===== src/design/clt_pkg.sv =====
`timescale 1ns / 1ps
// ----------------------------------------------------------------------------
// clt_pkg
// Shared types, codes and character helpers for the command line tokenizer.
// ----------------------------------------------------------------------------
package clt_pkg;

  localparam int CHAR_BITS = 8;

  // result kinds
  localparam logic [1:0] KIND_CHAR   = 2'd0;
  localparam logic [1:0] KIND_END    = 2'd1;
  localparam logic [1:0] KIND_ACCEPT = 2'd2;
  localparam logic [1:0] KIND_REJECT = 2'd3;

  // error codes
  localparam logic [2:0] ERR_NONE         = 3'd0;
  localparam logic [2:0] ERR_NO_SPACE     = 3'd1;
  localparam logic [2:0] ERR_ESCAPE       = 3'd2;
  localparam logic [2:0] ERR_UNTERMINATED = 3'd3;
  localparam logic [2:0] ERR_EMPTY        = 3'd4;

  // queue entry operations
  localparam logic [2:0] OP_CHAR       = 3'd0;
  localparam logic [2:0] OP_END        = 3'd1;
  localparam logic [2:0] OP_ACCEPT     = 3'd2;
  localparam logic [2:0] OP_END_ACCEPT = 3'd3;
  localparam logic [2:0] OP_REJECT     = 3'd4;

  localparam logic [CHAR_BITS-1:0] QUOTE_CH  = CHAR_BITS'(8'h22);
  localparam logic [CHAR_BITS-1:0] ESCAPE_CH = CHAR_BITS'(8'h5C);

  localparam int QUEUE_DEPTH = 4;
  localparam int QUEUE_IDX_BITS = $clog2(QUEUE_DEPTH);
  localparam int QUEUE_CNT_BITS = $clog2(QUEUE_DEPTH + 1);

  typedef struct packed {
    logic [2:0]           op;
    logic [CHAR_BITS-1:0] ch;
    logic [2:0]           err;
  } entry_t;

  typedef struct packed {
    logic   valid;
    entry_t entry;
  } queue_wr_t;

  function automatic logic is_space(input logic [CHAR_BITS-1:0] c);
    return c inside {CHAR_BITS'(8'h20), [CHAR_BITS'(8'h09):CHAR_BITS'(8'h0D)]};
  endfunction

  function automatic logic [CHAR_BITS-1:0] unescape(input logic [CHAR_BITS-1:0] c);
    logic [CHAR_BITS-1:0] r;
    case (c)
      CHAR_BITS'(8'h6E): r = CHAR_BITS'(8'h0A);
      CHAR_BITS'(8'h72): r = CHAR_BITS'(8'h0D);
      CHAR_BITS'(8'h74): r = CHAR_BITS'(8'h09);
      CHAR_BITS'(8'h76): r = CHAR_BITS'(8'h0B);
      default:           r = c;
    endcase
    return r;
  endfunction

endpackage


===== src/design/clt_front.sv =====
`timescale 1ns / 1ps
// ----------------------------------------------------------------------------
// clt_front
// Per-character parse state; classifies each item into at most one queue entry.
// ----------------------------------------------------------------------------
module clt_front (
  input  logic                          clk,
  input  logic                          rst,
  input  logic                          accept,
  input  logic [clt_pkg::CHAR_BITS-1:0] char_code,
  input  logic                          line_end,
  output clt_pkg::queue_wr_t            wr
);
  import clt_pkg::*;

  logic       in_quote, in_quote_next;
  logic       in_escape, in_escape_next;
  logic       after_quote, after_quote_next;
  logic       word_nonempty, word_nonempty_next;
  logic       seen_nonspace, seen_nonspace_next;
  logic       held_valid, held_valid_next;
  logic [2:0] error_held, error_held_next;

  logic       ws;
  logic [2:0] err;

  assign ws = is_space(char_code);

  always_comb begin
    in_quote_next      = in_quote;
    in_escape_next     = in_escape;
    after_quote_next   = after_quote;
    word_nonempty_next = word_nonempty;
    seen_nonspace_next = seen_nonspace;
    held_valid_next    = held_valid;
    error_held_next    = error_held;
    wr.valid           = 1'b0;
    wr.entry.op        = OP_CHAR;
    wr.entry.ch        = '0;
    wr.entry.err       = ERR_NONE;
    err                = ERR_NONE;

    if (line_end) begin
      if (error_held != ERR_NONE) err = error_held;
      else if (!seen_nonspace) err = ERR_EMPTY;
      else if (in_escape || held_valid) err = ERR_ESCAPE;
      else if (in_quote) err = ERR_UNTERMINATED;
      wr.valid = 1'b1;
      if (err != ERR_NONE) begin
        wr.entry.op  = OP_REJECT;
        wr.entry.err = err;
      end else begin
        wr.entry.op = word_nonempty ? OP_END_ACCEPT : OP_ACCEPT;
      end
      in_quote_next      = 1'b0;
      in_escape_next     = 1'b0;
      after_quote_next   = 1'b0;
      word_nonempty_next = 1'b0;
      seen_nonspace_next = 1'b0;
      held_valid_next    = 1'b0;
      error_held_next    = ERR_NONE;
    end else if (error_held == ERR_NONE && (seen_nonspace || !ws)) begin
      seen_nonspace_next = 1'b1;
      if (!ws) held_valid_next = 1'b0;
      if (in_escape) begin
        wr.valid           = 1'b1;
        wr.entry.ch        = unescape(char_code);
        word_nonempty_next = 1'b1;
        in_escape_next     = 1'b0;
        // escaped whitespace may still turn out to be trailing
        if (ws) held_valid_next = 1'b1;
      end else if (after_quote && !ws) begin
        error_held_next = ERR_NO_SPACE;
      end else if (char_code == ESCAPE_CH) begin
        in_escape_next = 1'b1;
      end else if (in_quote) begin
        if (char_code == QUOTE_CH) begin
          in_quote_next    = 1'b0;
          after_quote_next = 1'b1;
        end else begin
          wr.valid           = 1'b1;
          wr.entry.ch        = char_code;
          word_nonempty_next = 1'b1;
        end
      end else begin
        after_quote_next = 1'b0;
        if (char_code == QUOTE_CH) begin
          in_quote_next = 1'b1;
        end else if (ws) begin
          if (word_nonempty) begin
            wr.valid    = 1'b1;
            wr.entry.op = OP_END;
          end
          word_nonempty_next = 1'b0;
        end else begin
          wr.valid           = 1'b1;
          wr.entry.ch        = char_code;
          word_nonempty_next = 1'b1;
        end
      end
    end

    if (!accept) wr.valid = 1'b0;
  end

  always_ff @(posedge clk) begin
    if (rst) begin
      in_quote      <= 1'b0;
      in_escape     <= 1'b0;
      after_quote   <= 1'b0;
      word_nonempty <= 1'b0;
      seen_nonspace <= 1'b0;
      held_valid    <= 1'b0;
      error_held    <= ERR_NONE;
    end else if (accept) begin
      in_quote      <= in_quote_next;
      in_escape     <= in_escape_next;
      after_quote   <= after_quote_next;
      word_nonempty <= word_nonempty_next;
      seen_nonspace <= seen_nonspace_next;
      held_valid    <= held_valid_next;
      error_held    <= error_held_next;
    end
  end

endmodule


===== src/design/clt_fifo.sv =====
`timescale 1ns / 1ps
// ----------------------------------------------------------------------------
// clt_fifo
// Short entry queue between the parse front and the result back end.
// ----------------------------------------------------------------------------
module clt_fifo (
  input  logic               clk,
  input  logic               rst,
  input  clt_pkg::queue_wr_t wr,
  input  logic               rd,
  output clt_pkg::entry_t    head,
  output logic               nonempty,
  output logic               full
);
  import clt_pkg::*;

  entry_t                    slots [QUEUE_DEPTH];
  logic [QUEUE_IDX_BITS-1:0] wptr;
  logic [QUEUE_IDX_BITS-1:0] rptr;
  logic [QUEUE_CNT_BITS-1:0] count;
  logic                      do_rd;

  assign full     = count == QUEUE_CNT_BITS'(QUEUE_DEPTH);
  assign nonempty = count != '0;
  assign head     = slots[rptr];
  assign do_rd    = rd && nonempty;

  always_ff @(posedge clk) begin
    if (wr.valid) slots[wptr] <= wr.entry;
  end

  always_ff @(posedge clk) begin
    if (rst) begin
      wptr  <= '0;
      rptr  <= '0;
      count <= '0;
    end else begin
      if (wr.valid) wptr <= wptr + 1'b1;
      if (do_rd) rptr <= rptr + 1'b1;
      if (wr.valid && !do_rd) count <= count + 1'b1;
      else if (!wr.valid && do_rd) count <= count - 1'b1;
    end
  end

endmodule


===== src/design/clt_back.sv =====
`timescale 1ns / 1ps
// ----------------------------------------------------------------------------
// clt_back
// Expands queue entries into result items and holds them in an output register.
// ----------------------------------------------------------------------------
module clt_back (
  input  logic                          clk,
  input  logic                          rst,
  input  clt_pkg::entry_t               head,
  input  logic                          nonempty,
  output logic                          rd,
  input  logic                          pop,
  output logic                          empty,
  output logic [1:0]                    kind,
  output logic [clt_pkg::CHAR_BITS-1:0] out_char,
  output logic [2:0]                    error_code,
  output logic                          last
);
  import clt_pkg::*;

  logic out_valid;
  logic pend;
  logic advance;

  assign empty   = !out_valid;
  assign advance = !out_valid || pop;
  assign rd      = advance && !pend && nonempty;

  always_ff @(posedge clk) begin
    if (advance) begin
      if (pend) begin
        kind       <= KIND_ACCEPT;
        out_char   <= '0;
        error_code <= ERR_NONE;
        last       <= 1'b1;
      end else begin
        out_char   <= head.ch;
        error_code <= head.err;
        last       <= head.op != OP_END_ACCEPT;
        case (head.op)
          OP_CHAR:       kind <= KIND_CHAR;
          OP_END:        kind <= KIND_END;
          OP_ACCEPT:     kind <= KIND_ACCEPT;
          OP_END_ACCEPT: kind <= KIND_END;
          OP_REJECT:     kind <= KIND_REJECT;
          default:       kind <= KIND_REJECT;
        endcase
      end
    end
  end

  always_ff @(posedge clk) begin
    if (rst) begin
      out_valid <= 1'b0;
      pend      <= 1'b0;
    end else if (advance) begin
      if (pend) begin
        out_valid <= 1'b1;
        pend      <= 1'b0;
      end else begin
        out_valid <= nonempty;
        // word end first, accept follows in the next slot
        pend      <= nonempty && head.op == OP_END_ACCEPT;
      end
    end
  end

endmodule


===== src/design/command_line_tokenizer.sv =====
`timescale 1ns / 1ps
// ----------------------------------------------------------------------------
// command_line_tokenizer
// Splits a line, one character per item, into word characters and word ends.
// ----------------------------------------------------------------------------
// Input channel: push/full. Each item is one character, or an end-of-line
// marker (line_end high, char_code ignored). While full is low, one item is
// taken per cycle. Result channel: empty/pop. kind says word character, word
// end, line accepted or line rejected (with error_code); last marks the final
// result of an item. Items that cause no result (leading whitespace, quotes,
// a backslash) produce nothing on this side.
// An accepted item is written into the queue, then moved into the output
// register. Throughput: one item per cycle while full is low; an end
// marker that closes a word yields a word end and an accept, so a run of short
// words with end markers can queue results faster than one per cycle drains.
// A four-entry queue separates the parser from the output register; full
// rises when the queue fills, either because the receiver stalls or because
// such two-result end markers pile up; while empty is low and pop is low the
// result holds.
// Reset clears the parse state, the queue and the output valid flag.
// ----------------------------------------------------------------------------
module command_line_tokenizer (
  input  logic                          clk,
  input  logic                          rst,
  input  logic                          push,
  output logic                          full,
  input  logic [clt_pkg::CHAR_BITS-1:0] char_code,
  input  logic                          line_end,
  input  logic                          pop,
  output logic                          empty,
  output logic [1:0]                    kind,
  output logic [clt_pkg::CHAR_BITS-1:0] out_char,
  output logic [2:0]                    error_code,
  output logic                          last
);
  import clt_pkg::*;

  queue_wr_t wr;
  entry_t    head;
  logic      nonempty;
  logic      rd;
  logic      accept;

  assign accept = push && !full;

  clt_front u_front (
    .clk       (clk),
    .rst       (rst),
    .accept    (accept),
    .char_code (char_code),
    .line_end  (line_end),
    .wr        (wr)
  );

  clt_fifo u_fifo (
    .clk      (clk),
    .rst      (rst),
    .wr       (wr),
    .rd       (rd),
    .head     (head),
    .nonempty (nonempty),
    .full     (full)
  );

  clt_back u_back (
    .clk        (clk),
    .rst        (rst),
    .head       (head),
    .nonempty   (nonempty),
    .rd         (rd),
    .pop        (pop),
    .empty      (empty),
    .kind       (kind),
    .out_char   (out_char),
    .error_code (error_code),
    .last       (last)
  );

endmodule


===== config.mk =====
export PLATFORM = sky130hd
export DESIGN_NAME = command_line_tokenizer
export DESIGN_NICKNAME = d
export VERILOG_FILES = /design/src/design/clt_pkg.sv /design/src/design/clt_front.sv /design/src/design/clt_fifo.sv /design/src/design/clt_back.sv /design/src/design/command_line_tokenizer.sv
export SDC_FILE = /design/constraint.sdc
export NUM_CORES = 1
export LEC_CHECK = 0
export ABC_AREA = 0
export BUFFER_PORTS_ARGS = -buffer_cell sky130_fd_sc_hd__buf_2
export CAP_MARGIN = 20
export CORE_ASPECT_RATIO = 1.5
export CORE_MARGIN = 8
export CORE_UTILIZATION = 59
export DETAILED_ROUTE_END_ITERATION = 10
export HOLD_SLACK_MARGIN = 0.05
export PLACE_DENSITY = 0.86
export SLEW_MARGIN = 20
export SYNTH_ARGS = -nofsm -noshare
export SYNTH_HDL_FRONTEND = slang
export SYNTH_SLANG_ARGS = --single-unit

===== constraint.sdc =====
create_clock -name clk -period 4.49 [get_ports clk]
set_input_delay 0.6735 -clock clk [delete_from_list [all_inputs] [get_ports clk]]
set_output_delay 0.6735 -clock clk [all_outputs]
set_load 0.01 [all_outputs]

==> flow_summary.yaml, run 1 <==
clock_tree:
  clkTransAtPathRegs_ps: 80
  clkLatencyLatePin_ps: 350
  numCtsBuffers: 9
  clock-root-buffer: "clkbuf_8"
  htreeDepth: 3
  cts_resized: 0
  post-cts-setup-buffer-count: 0
  cts_hold_buf: 0
  clock_path_buffers: 2
  cts_tree: "done"
  clock_sinks: 88
worst_hold_path:
  hold_path.class: "reg -> reg"
floorplan:
  die_area_um2: 9380
  die_h_um: 115
  core_area_um2: 6400
  start_util_pct: 59.9
  io_pins: 29
  die_x_um: 81.8
  num_rows: 36
placed_design:
  place_ws_ps: 815
  dp_hpwl_um: 4650
  gp_congestion: 0.832
  placed_cell_area_um2: 4010
  dp.cells: 365
  port_buffers: 28
detailed_routing:
  drc: 0
  drtIter0Drc: 172
  vias_per_cell: 6.04
  drt-total-wl_um: 6560
  post_drt_wl_per_cell_um: 17.2
  dr.pass1.iters: 5
  ant_nets: 0
  vias: 2300
sta:
  rsz0062_at_grt: "no"
  fin_skew_ps: 12.0
  worstMarginPinSlew_ps: 905
  slew_headroom_pct: 39.6
  tns_ps: 0
  final_hold_viol_count: 0
  layout_setup_ws_ps: 1140
  finalCriticalPeriod_ps: 3350
  final_max_slew_viol_count: 0
  fmax_ghz: 0.298
  finalCritPeriodShare_pct: 74.6
  setup_violations: 0
finish:
  final_util_pct: 66.1
  fill_cells: 462
  num_antenna_cells: 0
  layout_common_cells: "70 x edfxtp_1, 29 x nor2_1, 28 x buf_2"
  final_cells: 381
  syn_to_final_growth_pct: 10.4
  multi_input_area_um2: 1260
  final_cell_area_um2: 4230
  final_common_cell: "edfxtp_1"
  drive_gt1_share_pct: 21.3
  seq_area_um2: 2460
  fin_nets: 319
synthesis:
  synth_area_leader_cell: "edfxtp_1"
  async_reset_ff_share_pct: 0
  synthMuxAreaShare_pct: 8.75
  syn-mean-instance-area_um2: 14.0
  yosysUniqueCellTypes: 49
  synth-xor-area-share_pct: 1.14
  synth_fa_ha_area_share_pct: 2.16
  syn_area_um2: 3830
  synth_top_family_by_area: "simple AND/OR/NAND/NOR gates"
  synth_edf_count: 70
  synth_cells: 273
  yosysWarnings: 0
  syn_nets: 292
  synth_area_leaders: "edfxtp_1 55%, dfxtp_1 9.4%, mux4_2 8.2%"
  synth-compound-area-share_pct: 7.22
  ys_seq_elements: 88
  ys.flop_type: "edfxtp_1"
  synth_top_area_share_pct: 54.9
  yosysSeqAreaShare_pct: 64.3
  synth-simple-area-share_pct: 13.7
global_route:
  grt_pass1_wl_um: 10800
  grt_max_degree: 18
  grt_antenna_before_repair: 0
  grt_pass1_vias: 2362
  globalRouteOverflowTotal: 0
  grt_use_total_pct: 15.2
critical_path:
  critPathArrivalTime_ps: 3630
  end_kind: "register"
  cp.required_ps: 4770
  r2r_cells: 10
  path_class: "in -> reg"
  endpoint: "u_fifo.count[2]"
  r2r_end: "u_fifo.count[2]"
  r2r_setup_slack_ps: 1370
  start_kind: "input port"
  cp_max_fo: 8
  crit_path_start: "char_code[6]"
  r2r_start: "u_front.in_quote"
status:
  status: "finished clean"
power_and_ir_drop:
  leakage_nw: 1.54
  ir_worst_vdd_uv: 363
  power_density_nw_per_um2: 532
run:
  maxCapViolCount: 0
[cell usage after synthesis (all sizes together) (8+ instances only)]
library cell,number
clkbuf,9
edfxtp,70
dfxtp,18
a21oi,11
inv,12
nand2,10
nor2b,14
nor2,29
nor3,8
mux4,14
[worst min-delay path by stage]
stage | from | endpoint | slack (ps) | depth (start not counted)
global placement | u_fifo.count[2] | u_fifo.count[2] | 480 | 2
global route | u_front.word_nonempty | u_front.word_nonempty | 550 | 2
CTS | u_front.held_valid | u_front.held_valid | 510 | 2
finish | u_front.held_valid | u_front.held_valid | 510 | 2
floorplan | u_fifo.count[2] | u_fifo.count[2] | 470 | 2
detailed placement | u_front.held_valid | u_front.held_valid | 500 | 2
[critical path: stages]
cell and delay (ps):
buf_2 120, or4_1 560, a21o_1 240, a31oi_4 270
o2111a_1 400, ha_1 250, inv_1 70, fa_1 430
xor2_1 160, or3_1 300, a21oi_1 140
[power by group]
group	internal, W	leakage, nW	switching [W]
Sequential	0.00106	0.818	0.0000910
Combinational	0.000249	0.605	0.000252
Clock	0.000320	0.115	0.000282
Total	0.00163	1.54	0.000626
[kinds of logic after synthesis]
kind of cell	after synthesis
AOI/OAI and AO/OA	38
xor gates and xnor gates	5
adders and majority gates	6
buffers and inverters	24
DFF	88
muxes	16
and+or+nand+nor	96
[metrics by stage]
stage               total power [W]  hold slack [ps]
CTS                         0.00227              510
floorplan                   0.00152              467
detailed placement          0.00168              495
global route                0.00237              554
global placement            0.00165              479
finish                      0.00225              509
[state kept, by name, indices dropped and copies added, names as in the netlist, 2 cells and up, named ones only]
register / flops
u_back.error_code: 3
u_fifo.count: 3
u_back.out_char: 8
u_back.kind: 2
u_fifo.wptr: 2
u_fifo.rptr: 2
u_fifo.slots: 56
[metal layers]
layer  global-route usage [%]  part of all wire, %  vias up  wire [um]
met3                     4.48                  5.0       18        331
met2                     25.5                   55       85       3580
li1                         -                    -     1082          -
met4                     9.18                  2.5        0        165
met1                     15.9                   38     1115       2480
met5                        0                    0        -          0
[final cells by class]
cell class / count / share of cell area, %
Clock buffer: 9 / 2.93
Clock inverter: 7 / 2.37
Inverter: 12 / 1.07
Multi-Input combinational cell: 161 / 29.9
Sequential cell: 88 / 58.2
Tap cell: 76 / 2.25
Timing Repair Buffer: 28 / 3.31
Power figures use the tool's default switching activity.
==> run 2, diff against run 1 <==
clock period = 3.19 ns   (was 4.49 ns; I/O delays follow)
==> run 2 against run 1 <==
  * Non-clock buffer count up 10
  * Count of clock-buffer cells in the layout up 1
  * Sequential share of layout area down 1.1 points
  * Final area up 1.9%
  * Final cell count up 2.6%
  * Worst hold slack worse by 56 ps
  * Clock power up 42%
==> flow_summary.yaml, run 2 (synthesis gave the netlist of run 1 again) <==
status:
  status: "finished clean"
placed_design:
  dp_hpwl_um: 4830
  port_buffers: 28
  dp.cells: 375
  gp_congestion: 0.881
  place_ws_ps: -7.62
clock_tree:
  clkTransAtPathRegs_ps: 90
  cts_resized: 0
  cts_hold_buf: 0
  cts_tree: "done"
  post-cts-setup-buffer-count: 0
  clkLatencyLatePin_ps: 350
  clock_sinks: 88
  htreeDepth: 3
  clock-root-buffer: "clkbuf_8"
  clock_path_buffers: 2
  numCtsBuffers: 9
floorplan:
  die_x_um: 81.8
  die_h_um: 115
  io_pins: 29
  start_util_pct: 59.9
  core_area_um2: 6400
  num_rows: 36
  die_area_um2: 9380
critical_path:
  start_kind: "register"
  end_kind: "register"
  r2r_start: "u_front.in_quote"
  cp_max_fo: 9
  path_class: "reg -> reg"
  critPathArrivalTime_ps: 3160
  r2r_cells: 10
  r2r_setup_slack_ps: 310
  cp.required_ps: 3470
  r2r_end: "u_fifo.count[2]"
finish:
  largest_register_ff_count: 56
  layout_common_cells: "70 x edfxtp_1, 29 x nor2_1, 28 x buf_2"
  reg.largest.list: "u_fifo.slots: 56 flops, u_back.out_char: 8 flops"
  fin_nets: 329
  drive_gt1_share_pct: 23.8
  final_cells: 391
  num_antenna_cells: 0
  syn_to_final_growth_pct: 12.5
  final_common_cell: "edfxtp_1"
  regMostFlops: "u_fifo.slots"
global_route:
  grt_use_total_pct: 15.2
  grt_max_degree: 18
  grt_antenna_before_repair: 0
  grt_pass1_wl_um: 10900
  globalRouteOverflowTotal: 0
  grt_pass1_vias: 2277
detailed_routing:
  drc: 0
  drtIter0Drc: 194
  post_drt_wl_per_cell_um: 17.2
  drt-total-wl_um: 6720
  vias_per_cell: 5.94
  ant_nets: 0
  vias: 2322
  dr.pass1.iters: 5
power_and_ir_drop:
  ir_worst_vdd_uv: 536
  netSwitchingFraction_pct: 27.5
  clock_power_share_pct: 26.8
  switchingPower_w: 0.000881
  power_density_nw_per_um2: 742
  p_seq_share_pct: 49.4
  power.total_w: 0.00320
  leakage_nw: 1.58
  p_comb_share_pct: 23.8
  internal_power_w: 0.00232
sta:
  fin_skew_ps: 9.52
  setup_violations: 0
  final_hold_viol_count: 0
  fmax_ghz: 0.348
  layout_setup_ws_ps: 315
  worstMarginPinSlew_ps: 775
  final_max_slew_viol_count: 0
  slew_headroom_pct: 48.4
  rsz0062_at_grt: "no"
  finalCritPeriodShare_pct: 90.1
  finalCriticalPeriod_ps: 2880
worst_hold_path:
  min_to: "u_back.out_valid"
  hold_start: "pop"
  hold_path.class: "in -> reg"
  whs_path_depth: 4
run:
  maxCapViolCount: 0
## run 2: cell count changes in the layout (fill, tap and decap cells not counted)
cell	previous run	this run
inv_6	4	1
clkbuf_8	9	10
clkinvlp_4	0	3
buf_4	0	10
clkinv_2	1	0
## run 2: how the worst max path moves through the flow
| stage | startpoint | to | slack (ps) | cells past startpoint |
|---|---|---|---|---|
| floorplan | char_code[1] | u_fifo.count[2] | 50 | 12 |
| global placement | char_code[2] | u_fifo.count[2] | 70 | 11 |
| CTS | u_front.in_quote | u_fifo.count[2] | 310 | 10 |
| finish | u_front.in_quote | u_fifo.count[2] | 310 | 10 |
| global route | u_front.in_quote | u_fifo.count[2] | 130 | 10 |
| detailed placement | char_code[2] | u_fifo.count[2] | -8 | 11 |
## run 2: per-stage QoR
step / hold WS, ps / setup TNS [ps] / cell area, um^2 / utilization [%]
final: 453 / 0 / 4310 / 67.4
after global routing: 451 / 0 / 4310 / 67.4
after CTS: 437 / 0 / 4310 / 67.4
after detailed placement: 507 / -7.62 / 4080 / 63.8
after global placement: 483 / 0 / 4080 / 63.8
after floorplan: 467 / 0 / 3830 / -
## run 2: critical path, cell delays in order, from the launching register on
cell	delay, ps
dfxtp_1	520
nor2_1	60
and4_1	190
o311ai_0	410
o2111a_1	320
ha_1	210
inv_1	70
fa_1	420
xor2_1	150
or3_1	310
a21oi_1	140
## run 2: power groups by stage
stage          Combinational (W)  Clock [W]  Sequential, W
6_report                0.000761   0.000858        0.00158
3_3_place_gp            0.000746          0        0.00160
5_1_grt                 0.000849   0.000913        0.00161
2_1_floorplan           0.000515          0        0.00163
4_1_cts                 0.000777   0.000866        0.00159
3_5_place_dp            0.000775          0        0.00161
## run 2: per-layer routing
| layer | global-route usage, % | part of all wire [%] | vias to the layer above |
|---|---|---|---|
| met5 | 0 | 0 | - |
| met4 | 6.71 | 1.7 | 0 |
| met3 | 2.91 | 5.5 | 12 |
| met2 | 26.5 | 54 | 78 |
| met1 | 17.2 | 39 | 1127 |
| li1 | - | - | 1105 |
## run 2: area by class of cell
cell class / instances / area (um^2)
Sequential cell: 88 / 2460
Clock inverter: 6 / 91.3
Multi-Input combinational cell: 161 / 1260
Tap cell: 76 / 95.1
Clock buffer: 10 / 138
Inverter: 12 / 45.0
Fill cell: 458 / 2090
Timing Repair Buffer: 38 / 215
